`config.mk`:
```
export PLATFORM = sky130hd
export DESIGN_NAME = range_sensor_stuck_detector_core
export DESIGN_NICKNAME = d
export VERILOG_FILES = /design/src/rtl/rssd_pkg.sv /design/src/rtl/rssd_lane.sv /design/src/rtl/rssd_merge.sv /design/src/rtl/range_sensor_stuck_detector_core.sv
export SDC_FILE = /design/constraint.sdc
export NUM_CORES = 1
export LEC_CHECK = 0
export ABC_AREA = 1
export BUFFER_PORTS_ARGS = -buffer_cell sky130_fd_sc_hd__buf_2
export CORE_UTILIZATION = 35
export CTS_CLUSTER_DIAMETER = 80
export DETAILED_ROUTE_END_ITERATION = 7
export PLACE_DENSITY = 0.48
export SKIP_LAST_GASP = 1
export SYNTH_ARGS = -nofsm -noshare
export SYNTH_HDL_FRONTEND = slang
export SYNTH_SLANG_ARGS = --single-unit
export TNS_END_PERCENT = 5
```
`constraint.sdc`:
```
create_clock -name clock -period 16 [get_ports clock]
set_input_delay 1.6 -clock clock [delete_from_list [all_inputs] [get_ports clock]]
set_output_delay 1.6 -clock clock [all_outputs]
set_load 0.02 [all_outputs]
```
`src/rtl/rssd_pkg.sv`:
```
// Package for the range sensor stuck detector.
// Holds register codes, reset values, default parameters and the lane config type.
// No dependencies.
package rssd_pkg;

   localparam int SENSOR_COUNT_DEFAULT  = 5;
   localparam int FRACTION_BITS_DEFAULT = 16;

   localparam int SAMPLE_W   = 8;
   localparam int NEAR_W     = 8;
   localparam int RANGE_W    = 9;
   localparam int RUN_W      = 16;
   localparam int VOTE_W     = 3;
   localparam int CSR_DATA_W = 16;
   localparam int CSR_INDEX_W = 3;
   localparam int RSP_DATA_W = 8;

   localparam logic [NEAR_W-1:0]  NEAR_RESET  = 8'd5;
   localparam logic [RANGE_W-1:0] RANGE_RESET = 9'd90;
   localparam logic [RUN_W-1:0]   RUN_RESET   = 16'd1000;
   localparam logic [VOTE_W-1:0]  VOTE_RESET  = 3'd2;

   typedef enum logic [CSR_INDEX_W-1:0] {
      REG_NEAR_THRESHOLD = 3'd0,
      REG_RANGE_LIMIT    = 3'd1,
      REG_RUN_LIMIT      = 3'd2,
      REG_VOTE_MINIMUM   = 3'd3
   } reg_index_type;

   typedef struct packed {
      logic [NEAR_W-1:0]  near_threshold;
      logic [RANGE_W-1:0] range_limit;
      logic [RUN_W-1:0]   run_limit;
   } lane_cfg_type;

endpackage

```
`src/rtl/rssd_lane.sv`:
```
// One sensor lane: moving average, run counter and registered vote flag.
// Depends on rssd_pkg.
module rssd_lane #(
   parameter int FRACTION_BITS = rssd_pkg::FRACTION_BITS_DEFAULT
) (
   input  logic                                clock,
   input  logic                                reset,
   input  logic                                accept,
   input  logic [rssd_pkg::SAMPLE_W-1:0]       sample,
   input  rssd_pkg::lane_cfg_type              cfg,
   output logic                                vote
);

   localparam int AVG_W = rssd_pkg::SAMPLE_W + FRACTION_BITS;

   logic [AVG_W-1:0]           avg_ff, avg_in;
   logic [rssd_pkg::RUN_W-1:0] count_ff, count_in;
   logic                       vote_ff, vote_in;

   logic [AVG_W-1:0] scaled;
   logic [AVG_W+6:0] weighted;
   logic [AVG_W+7:0] sum;
   logic [AVG_W-1:0] diff;
   logic [AVG_W-1:0] near_scaled;
   logic             still;

   always_comb begin
      scaled      = {sample, {FRACTION_BITS{1'b0}}};
      near_scaled = {cfg.near_threshold, {FRACTION_BITS{1'b0}}};
      weighted    = {avg_ff, 7'b0} - {7'b0, avg_ff};
      sum         = {1'b0, weighted} + {8'b0, scaled};
      avg_in      = sum[AVG_W+6:7];
      diff        = (avg_in >= scaled) ? (avg_in - scaled) : (scaled - avg_in);
      still       = ({1'b0, sample} < cfg.range_limit) && (diff < near_scaled);
      if (!still) begin
         count_in = '0;
      end else if (count_ff != '1) begin
         count_in = count_ff + 1'b1;
      end else begin
         count_in = count_ff;
      end
      vote_in = count_in > cfg.run_limit;
   end

   always_ff @(posedge clock) begin
      if (reset) begin
         avg_ff   <= '0;
         count_ff <= '0;
         vote_ff  <= 1'b0;
      end else if (accept) begin
         avg_ff   <= avg_in;
         count_ff <= count_in;
         vote_ff  <= vote_in;
      end
   end

   assign vote = vote_ff;

endmodule

```
`src/rtl/rssd_merge.sv`:
```
// Merge stage: counts lane votes, compares with the vote minimum, holds the result.
// Depends on rssd_pkg.
module rssd_merge #(
   parameter int SENSOR_COUNT = rssd_pkg::SENSOR_COUNT_DEFAULT
) (
   input  logic                              clock,
   input  logic                              reset,
   input  logic                              in_valid,
   output logic                              in_ready,
   input  logic [SENSOR_COUNT-1:0]           votes,
   input  logic [rssd_pkg::VOTE_W-1:0]       vote_minimum,
   output logic                              out_valid,
   input  logic                              out_ready,
   output logic                              stuck,
   output logic [rssd_pkg::VOTE_W-1:0]       voting_sensors
);

   localparam int CNT_W = $clog2(SENSOR_COUNT + 1);
   localparam int CMP_W = (CNT_W > rssd_pkg::VOTE_W) ? CNT_W : rssd_pkg::VOTE_W;

   logic [CNT_W-1:0]            count;
   logic                        valid_ff, valid_in;
   logic                        stuck_ff, stuck_in;
   logic [rssd_pkg::VOTE_W-1:0] voters_ff, voters_in;

   always_comb begin
      count = '0;
      for (int i = 0; i < SENSOR_COUNT; i++) begin
         count = count + CNT_W'(votes[i]);
      end
      stuck_in  = CMP_W'(count) > CMP_W'(vote_minimum);
      voters_in = rssd_pkg::VOTE_W'(count);
      in_ready  = !valid_ff || out_ready;
      valid_in  = in_valid || (valid_ff && !out_ready);
   end

   always_ff @(posedge clock) begin
      if (reset) begin
         valid_ff <= 1'b0;
      end else begin
         valid_ff <= valid_in;
      end
   end

   always_ff @(posedge clock) begin
      if (in_valid && in_ready) begin
         stuck_ff  <= stuck_in;
         voters_ff <= voters_in;
      end
   end

   assign out_valid      = valid_ff;
   assign stuck          = stuck_ff;
   assign voting_sensors = voters_ff;

endmodule

```
`src/rtl/range_sensor_stuck_detector_core.sv`:
```
// Range sensor stuck detector: one lane per sensor updates its 1/128 moving average and
// run counter, then a merge stage counts sensors over the run limit and raises stuck when
// that count exceeds the vote minimum. One transaction is taken every clock cycle unless the
// response side stalls; each result is registered first in the lane registers and then in the
// result register. The lane state updates on each accepted transaction, so throughput is one
// transaction per cycle while the response side keeps taking results.
module range_sensor_stuck_detector_core #(
   parameter int SENSOR_COUNT  = rssd_pkg::SENSOR_COUNT_DEFAULT,
   parameter int FRACTION_BITS = rssd_pkg::FRACTION_BITS_DEFAULT
) (
   input  logic                                     clock,
   input  logic                                     reset,
   input  logic                                     req_tvalid,
   output logic                                     req_tready,
   // left_range, front_left_range, front_range, front_right_range, right_range (8 bits each)
   input  logic [SENSOR_COUNT*rssd_pkg::SAMPLE_W-1:0] req_tdata,
   output logic                                     rsp_tvalid,
   input  logic                                     rsp_tready,
   // stuck [0], voting_sensors [3:1], zero [7:4]
   output logic [rssd_pkg::RSP_DATA_W-1:0]          rsp_tdata,
   input  logic                                     csr_write_enable,
   input  logic [rssd_pkg::CSR_INDEX_W-1:0]         csr_index,
   input  logic [rssd_pkg::CSR_DATA_W-1:0]          csr_wdata
);

   logic [rssd_pkg::NEAR_W-1:0]  near_ff;
   logic [rssd_pkg::RANGE_W-1:0] range_ff;
   logic [rssd_pkg::RUN_W-1:0]   run_ff;
   logic [rssd_pkg::VOTE_W-1:0]  vote_min_ff;

   rssd_pkg::lane_cfg_type       lane_cfg;
   logic [SENSOR_COUNT-1:0]      votes;
   logic                         stage_valid_ff, stage_valid_in;
   logic                         merge_ready;
   logic                         req_accept;
   logic                         stuck;
   logic [rssd_pkg::VOTE_W-1:0]  voting_sensors;

   always_ff @(posedge clock) begin
      if (reset) begin
         near_ff     <= rssd_pkg::NEAR_RESET;
         range_ff    <= rssd_pkg::RANGE_RESET;
         run_ff      <= rssd_pkg::RUN_RESET;
         vote_min_ff <= rssd_pkg::VOTE_RESET;
      end else if (csr_write_enable) begin
         unique case (csr_index)
            rssd_pkg::REG_NEAR_THRESHOLD: near_ff  <= csr_wdata[rssd_pkg::NEAR_W-1:0];
            rssd_pkg::REG_RANGE_LIMIT:    range_ff <= csr_wdata[rssd_pkg::RANGE_W-1:0];
            rssd_pkg::REG_RUN_LIMIT:      run_ff   <= csr_wdata[rssd_pkg::RUN_W-1:0];
            rssd_pkg::REG_VOTE_MINIMUM:   vote_min_ff <= csr_wdata[rssd_pkg::VOTE_W-1:0];
            default: ;
         endcase
      end
   end

   always_comb begin
      lane_cfg.near_threshold = near_ff;
      lane_cfg.range_limit    = range_ff;
      lane_cfg.run_limit      = run_ff;
      req_tready     = !stage_valid_ff || merge_ready;
      req_accept     = req_tvalid && req_tready;
      stage_valid_in = req_accept || (stage_valid_ff && !merge_ready);
   end

   always_ff @(posedge clock) begin
      if (reset) begin
         stage_valid_ff <= 1'b0;
      end else begin
         stage_valid_ff <= stage_valid_in;
      end
   end

   for (genvar g = 0; g < SENSOR_COUNT; g++) begin : g_lane
      rssd_lane #(
         .FRACTION_BITS(FRACTION_BITS)
      ) u_lane (
         .clock  (clock),
         .reset  (reset),
         .accept (req_accept),
         .sample (req_tdata[g*rssd_pkg::SAMPLE_W +: rssd_pkg::SAMPLE_W]),
         .cfg    (lane_cfg),
         .vote   (votes[g])
      );
   end

   rssd_merge #(
      .SENSOR_COUNT(SENSOR_COUNT)
   ) u_merge (
      .clock          (clock),
      .reset          (reset),
      .in_valid       (stage_valid_ff),
      .in_ready       (merge_ready),
      .votes          (votes),
      .vote_minimum   (vote_min_ff),
      .out_valid      (rsp_tvalid),
      .out_ready      (rsp_tready),
      .stuck          (stuck),
      .voting_sensors (voting_sensors)
   );

   assign rsp_tdata = {{(rssd_pkg::RSP_DATA_W - rssd_pkg::VOTE_W - 1){1'b0}},
                       voting_sensors, stuck};

   a_stall_only_when_full: assert property (@(posedge clock) disable iff (reset)
      !req_tready |-> (stage_valid_ff && rsp_tvalid && !rsp_tready))
      else $error("request side stalled while pipeline has room");

   a_accept_fills_stage: assert property (@(posedge clock) disable iff (reset)
      req_accept |=> stage_valid_ff)
      else $error("accepted transaction did not reach the lane stage");

   a_voter_bound: assert property (@(posedge clock) disable iff (reset)
      rsp_tvalid |-> (!rsp_tdata[0] || (rsp_tdata[3:1] != 3'd0)))
      else $error("stuck reported with no voting sensors");

endmodule

```
Word-level counts from Yosys, hierarchy flattened --
Cells that the tools add are included.
Word-level totals: register bits after elaboration 247, input port bits 64, output and inout bits 10, word-level logic and storage cells 118
Operators by class: $add $sub $neg 29, $lt $le $gt $ge 21, equality and inequality tests 8, mux-type cells 15, reduce and logical (&&, ||, !) cells 22
Operators by type and width (number):
- subtractor 24 bit | 10
- 2-to-1 mux 16 bit | 10
- adder 31 x 24 -> 31 bit | 5
- subtractor 31 x 24 -> 31 bit | 5
- greater-or-equal comparator 24 bit | 5
- less-than comparator 24 bit | 5
- 2-to-1 mux 24 bit | 5
- adder 16 x 1 -> 16 bit, second input constant | 5
- greater-than comparator 16 bit | 5
- != test 16 bit, second input constant | 5
- less-than comparator 8 x 9 -> 1 bit | 5
- adder 3 x 1 -> 3 bit | 3
- logical AND 1 bit | 9
- AND reduction 2 bit | 4
- == test 3 x 2 -> 1 bit, second input constant | 2
- zero test 1 bit | 4
- logical OR 1 bit | 4
- == test 3 x 1 -> 1 bit, second input constant | 1
- greater-than comparator 3 bit | 1
- zero test 3 bit | 1
- adder 1 x 1 -> 2 bit | 1

Longest topological paths before layout --
word-level depth 8, depth in mapped cells 48, gate-level depth less buffers 47

Hierarchy --
A second synthesis with hierarchy kept.
Unflattened totals: cell total of the unflattened synthesis 4794, area, all modules 30292.8 um2
By module, submodules not included:
- rssd_lane (g_lane[2].u_lane ...) | instances 2, cells an instance 912, area each 5649.2 um2, sequential area each 820.8 um2
- rssd_lane (g_lane[0].u_lane) | instances 1, cells an instance 899, area each 5776.8 um2, sequential area each 820.8 um2
- rssd_lane (g_lane[1].u_lane) | instances 1, cells an instance 905, area each 5714.2 um2, sequential area each 820.8 um2
- rssd_lane (g_lane[4].u_lane) | instances 1, cells an instance 910, area each 5640.4 um2, sequential area each 820.8 um2
- range_sensor_stuck_detector_core | instances 1, cells an instance 223, area each 1547.7 um2, sequential area each 740.7 um2
- rssd_merge | instances 1, cells an instance 33, area each 315.3 um2, sequential area each 140.1 um2

Worst setup path after synthesis --
Ideal clock, no wire load.
path type input port to flip-flop, start point input req_tdata[11] (netlist bit), end point register g_lane[1].u_lane.vote_ff, arrival 7.804 ns, data required time 15.929 ns, slack 8.124 ns, stages on the path 44, buffers on the path 3, path through inv_1 fa_1 inv_1 ha_1 nand2_1 nand2_1 o21bai_1 a21oi_1 nand2_1 a21o_1 nand3_1 nand2_1 nand2_1 nand2_1 or2_2 nand2_1 inv_1 ha_1 (+8 left out) nand3_1 xor2_1 ha_1 a221oi_1 nand2_1 a211oi_1 buf_2 nand3_2 inv_1 ha_1 inv_1 nor2_1 nor2_1 o21a_1 o211ai_1 nand2_1 a22o_1 a21oi_1
On the way: word-level cells in the longest chain between the ends 7, elaborated cells on any way between the ends 10
RTL lines:
- start, declared | RTL line range_sensor_stuck_detector_core.sv:16 | input logic [SENSOR_COUNT*rssd_pkg::SAMPLE_W-1:0] req_tdata,
- adder 31 x 24 -> 31 bit (*) | RTL line rssd_lane.sv:31 | sum = {1'b0, weighted} + {8'b0, scaled};
- via g_lane[1].u_lane.sum[28] | RTL line rssd_lane.sv:22 | logic [AVG_W+7:0] sum;
- subtractor 24 bit or greater-or-equal comparator 24 bit (tied branches) | RTL line rssd_lane.sv:33 | diff = (avg_in >= scaled) ? (avg_in - scaled) : (scaled - avg_in);
- 2-to-1 mux 24 bit (*) | RTL line rssd_lane.sv:33
- less-than comparator 24 bit (*) | RTL line rssd_lane.sv:34 | still = ({1'b0, sample} < cfg.range_limit) && (diff < near_scaled);
- logical AND 1 bit (*) | RTL line rssd_lane.sv:34
- 2-to-1 mux 16 bit (*) | RTL line rssd_lane.sv:35 | if (!still) begin
- via g_lane[1].u_lane.count_in, one bit | RTL line rssd_lane.sv:17 | logic [rssd_pkg::RUN_W-1:0] count_ff, count_in;
- greater-than comparator 16 bit (*) | RTL line rssd_lane.sv:42 | vote_in = count_in > cfg.run_limit;
- end signal, assigned | RTL line rssd_lane.sv:53 | vote_ff <= vote_in;
- end, declared | RTL line rssd_lane.sv:18 | logic vote_ff, vote_in;
The timed path passes the listed nets; every way through them passes the cells marked *. A chain may end at the register's enable or synchronous reset.

Final worst setup path --
start point input req_tdata[1] (netlist bit), end point register g_lane[0].u_lane.vote_ff
On the way: word-level cells in the longest chain between the ends 7, elaborated cells on any way between the ends 10
RTL lines (RTL line):
- adder 31 x 24 -> 31 bit (*) | rssd_lane.sv:31
- via g_lane[0].u_lane.sum[27] | rssd_lane.sv:22
- subtractor 24 bit or greater-or-equal comparator 24 bit (tied branches) | rssd_lane.sv:33
- 2-to-1 mux 24 bit (*) | rssd_lane.sv:33
- less-than comparator 24 bit (*) | rssd_lane.sv:34
- logical AND 1 bit (*) | rssd_lane.sv:34
- 2-to-1 mux 16 bit (*) | rssd_lane.sv:35
- via g_lane[0].u_lane.count_in, one bit | rssd_lane.sv:17
- greater-than comparator 16 bit (*) | rssd_lane.sv:42
- end signal, assigned | rssd_lane.sv:53
- end, declared | rssd_lane.sv:18
Marked as above.

==> flow_metrics.tcl <==
set metrics [dict create \
    gp_congestion 0.901 \
    netlist.area_leader.share_pct 16.9 \
    slew_violations 0 \
    final-setup-viol-count 0 \
    worst_path_largest_cell_delay_ns 0.77 \
    drc 0 \
    critical_path_buf_inv_count 9 \
    grt_util_met2_pct 36.0 \
    critPathMaxFanout 16 \
    wire_per_inst_um 15.9 \
    area_growth_pct 9.26 \
    cp.arrival_ns 9.14 \
    clock_latency_ns 0.56 \
    dieArea_mm2 0.0835 \
    cts_resized 0 \
    synth_cell_types 55 \
    reg2reg_depth 38 \
    fillCellCount 8882 \
    io_buffers 69 \
    grt_overflow_total 0 \
    syn_avg_cell_area_um2 6.38 \
    fin_util_pct 38.9 \
    synth_area_mm2 0.0288 \
    wl_um 89700 \
    outcome "completed" \
    min_to "vote_min_ff[2]" \
    core_area_mm2 0.0811 \
    htreeDepth 2 \
    cts-buffers-inserted 37 \
    clockBufferDepth 3 \
    drtIter0Drc 1529 \
    layout_common_cells "nand2_1, inv_1, ha_1" \
    syn_inst 4516 \
    busiest_layer "met2" \
    synthFlopType "dfxtp_1" \
    core.rowCount 104 \
    cts_root_buffer "clkbuf_16" \
    drive_gt1_share_pct 7.40 \
    cts_tree "yes" \
    grt_use_total_pct 21.4 \
    grt_pass1_wl_um 142000 \
    grt_max_degree 162 \
    yosysWarnings 0 \
    skew_ns 0.0276 \
    grt_pass1_vias 26100 \
    crit_type "in -> reg" \
    crit_path_end_kind "flop" \
    post-cts-setup-buffers 0 \
    layout.nets 5035 \
    cts.sinks 247 \
    num_vias 27600 \
    start_util_pct 35.6 \
    yosysTopAreaCell "dfxtp_1" \
    cpMostUsedCell "inv_1" \
    synth-seq-cells 247 \
    die_x_um 289 \
    io_pins 74 \
    min_from "vote_min_ff[2]" \
    r2r_setup_slack_ns 8.14 \
    max_cap_violations 0 \
    hp-class "reg -> reg" \
    post-route-min-period_ns 8.74 \
    r2r-end "g_lane[0].u_lane.vote" \
    fin_area_mm2 0.0315 \
    yosysSeqAreaShare_pct 17.3 \
    tightest_slew_ns 1.05 \
    gr-usage-met3_pct 2.19 \
    cp-start-kind "input pin" \
    clkSlewWorstSetupHoldPaths_ns 0.06 \
    placed_area_mm2 0.0302 \
    fin_tns_setup_ns 0 \
    antenna_found_initial 4 \
    grt_use_met1_pct 29.1 \
    fmax_ghz 0.114 \
    dp_hpwl_um 71100 \
    crit-reg2reg-launch "g_lane[0].u_lane.avg_ff[16]" \
    period_share_pct 54.6 \
    antenna_left 0 \
    final_common_cell "nand2_1" \
    cp_top_family "simple AND/OR/NAND/NOR gates" \
    cp.required_ns 16.40 \
    rsz0062_at_grt "false" \
    die_h_um 289 \
    relSlewSlack_pct 30.3 \
    holdPathStages 2 \
    via_per_inst 4.90 \
    yosys-top-cells-area "dfxtp_1, ha_1, nand2_1" \
    hold_viol_final 0 \
    synth_edf_count 4 \
    hold_buffers 0 \
    async_flop_share_pct 0 \
    crit_slowest_cell "a21oi_2" \
    firstDrtPassIters 5 \
]
## sequential cells by signal, summed over array words and instances (netlist names)
name and flops:
g_lane.u_lane.avg_ff 120, g_lane.u_lane.count_ff 80, g_lane.u_lane.vote 5, near_ff 8, range_ff 9, run_ff 16
stage_valid_ff 1, u_merge.out_valid 1, u_merge.stuck 1, u_merge.voting_sensors 3, vote_min_ff 3
## cells in the mapped netlist (7+ instances only)
cell and n:
fa_1 47, nor2_2 26, clkbuf_1 76, nor3_1 65, o21ai_0 287, o21ai_1 24, or2_2 9, dfxtp_1 243
nand2_1 975, a221oi_1 12, ha_1 385, o21bai_1 20, mux2i_1 8, nand3_1 217, a21oi_1 337, xnor2_1 48
a31oi_1 13, nand2_2 19, o21a_1 7, a21o_1 10, a21oi_2 51, nand4_1 60, inv_1 941, o211ai_1 52
nor4_1 21, buf_4 7, a211oi_1 7, nand3b_1 37, nor2_1 298, nand3_2 54, xor2_1 77, inv_2 16
## tightest hold or removal path, cell delays in order, from the launching register on
cell     delay, ns
dfxtp_1       0.29
inv_1         0.07
a21oi_1       0.06
## metal layers
| metal | vias up | part of all wire, % |
|---|---|---|
| li1 | 14600 | - |
| met1 | 12400 | 49 |
| met2 | 453 | 46 |
| met3 | 120 | 3.5 |
| met4 | 6 | 2.2 |
| met5 | - | 0.049 |
## cell type report
cell class                 count  area (um^2)  share of cell area (%)
antenna                        4         10.0                  0.0318
clock buffer                  44          982                    3.12
multi-input combinational   3213        19800                    62.9
tap                         1060         1330                    4.21
timing repair buffer          79          423                    1.34
sequential                   247         4980                    15.8
clock inverter                21          355                    1.13
inverter                     961         3620                    11.5
## cell families (layout without fill, tap and decap cells)
group | after synthesis | count (layout) | synth area share, %
AOI/OAI and AO/OA | 841 | 841 | 16.6
and+or+nand+nor | 1803 | 1803 | 28.0
buffers and inverters | 1059 | 1105 | 14.1
DFF | 247 | 247 | 17.3
xor gates and xnor gates | 125 | 125 | 3.80
adders and majority gates | 432 | 432 | 20.0
other | 1 | 8 | 0.0130
muxes | 8 | 8 | 0.278
## how the worst max path moves through the flow
| stage | start | endpoint | slack, ns | cells past startpoint |
|---|---|---|---|---|
| 6_report | req_tdata[1] | g_lane[0].u_lane.vote | 7.26 | 40 |
| 5_1_grt | req_tdata[1] | g_lane[0].u_lane.vote | 6.46 | 41 |
| 4_1_cts | req_tdata[1] | g_lane[0].u_lane.vote | 7.29 | 40 |
| 3_5_place_dp | req_tdata[1] | g_lane[0].u_lane.vote | 6.73 | 40 |
| 3_3_place_gp | req_tdata[1] | g_lane[0].u_lane.vote | 6.69 | 40 |
| 2_1_floorplan | req_tdata[11] | g_lane[1].u_lane.vote | 8.12 | 44 |
## per-stage QoR
stage,worst slack (ns),hold slack [ns],cells
6_report,7.26,0.476,5629
2_1_floorplan,8.12,0.435,4519
4_1_cts,7.29,0.473,5625
3_3_place_gp,6.69,0.463,5560
5_1_grt,6.46,0.478,5625
3_5_place_dp,6.73,0.465,5560
Power is left out: the tool's default activity adds up to more than one toggle a clock period on the data nets, which glitch-free logic cannot reach.
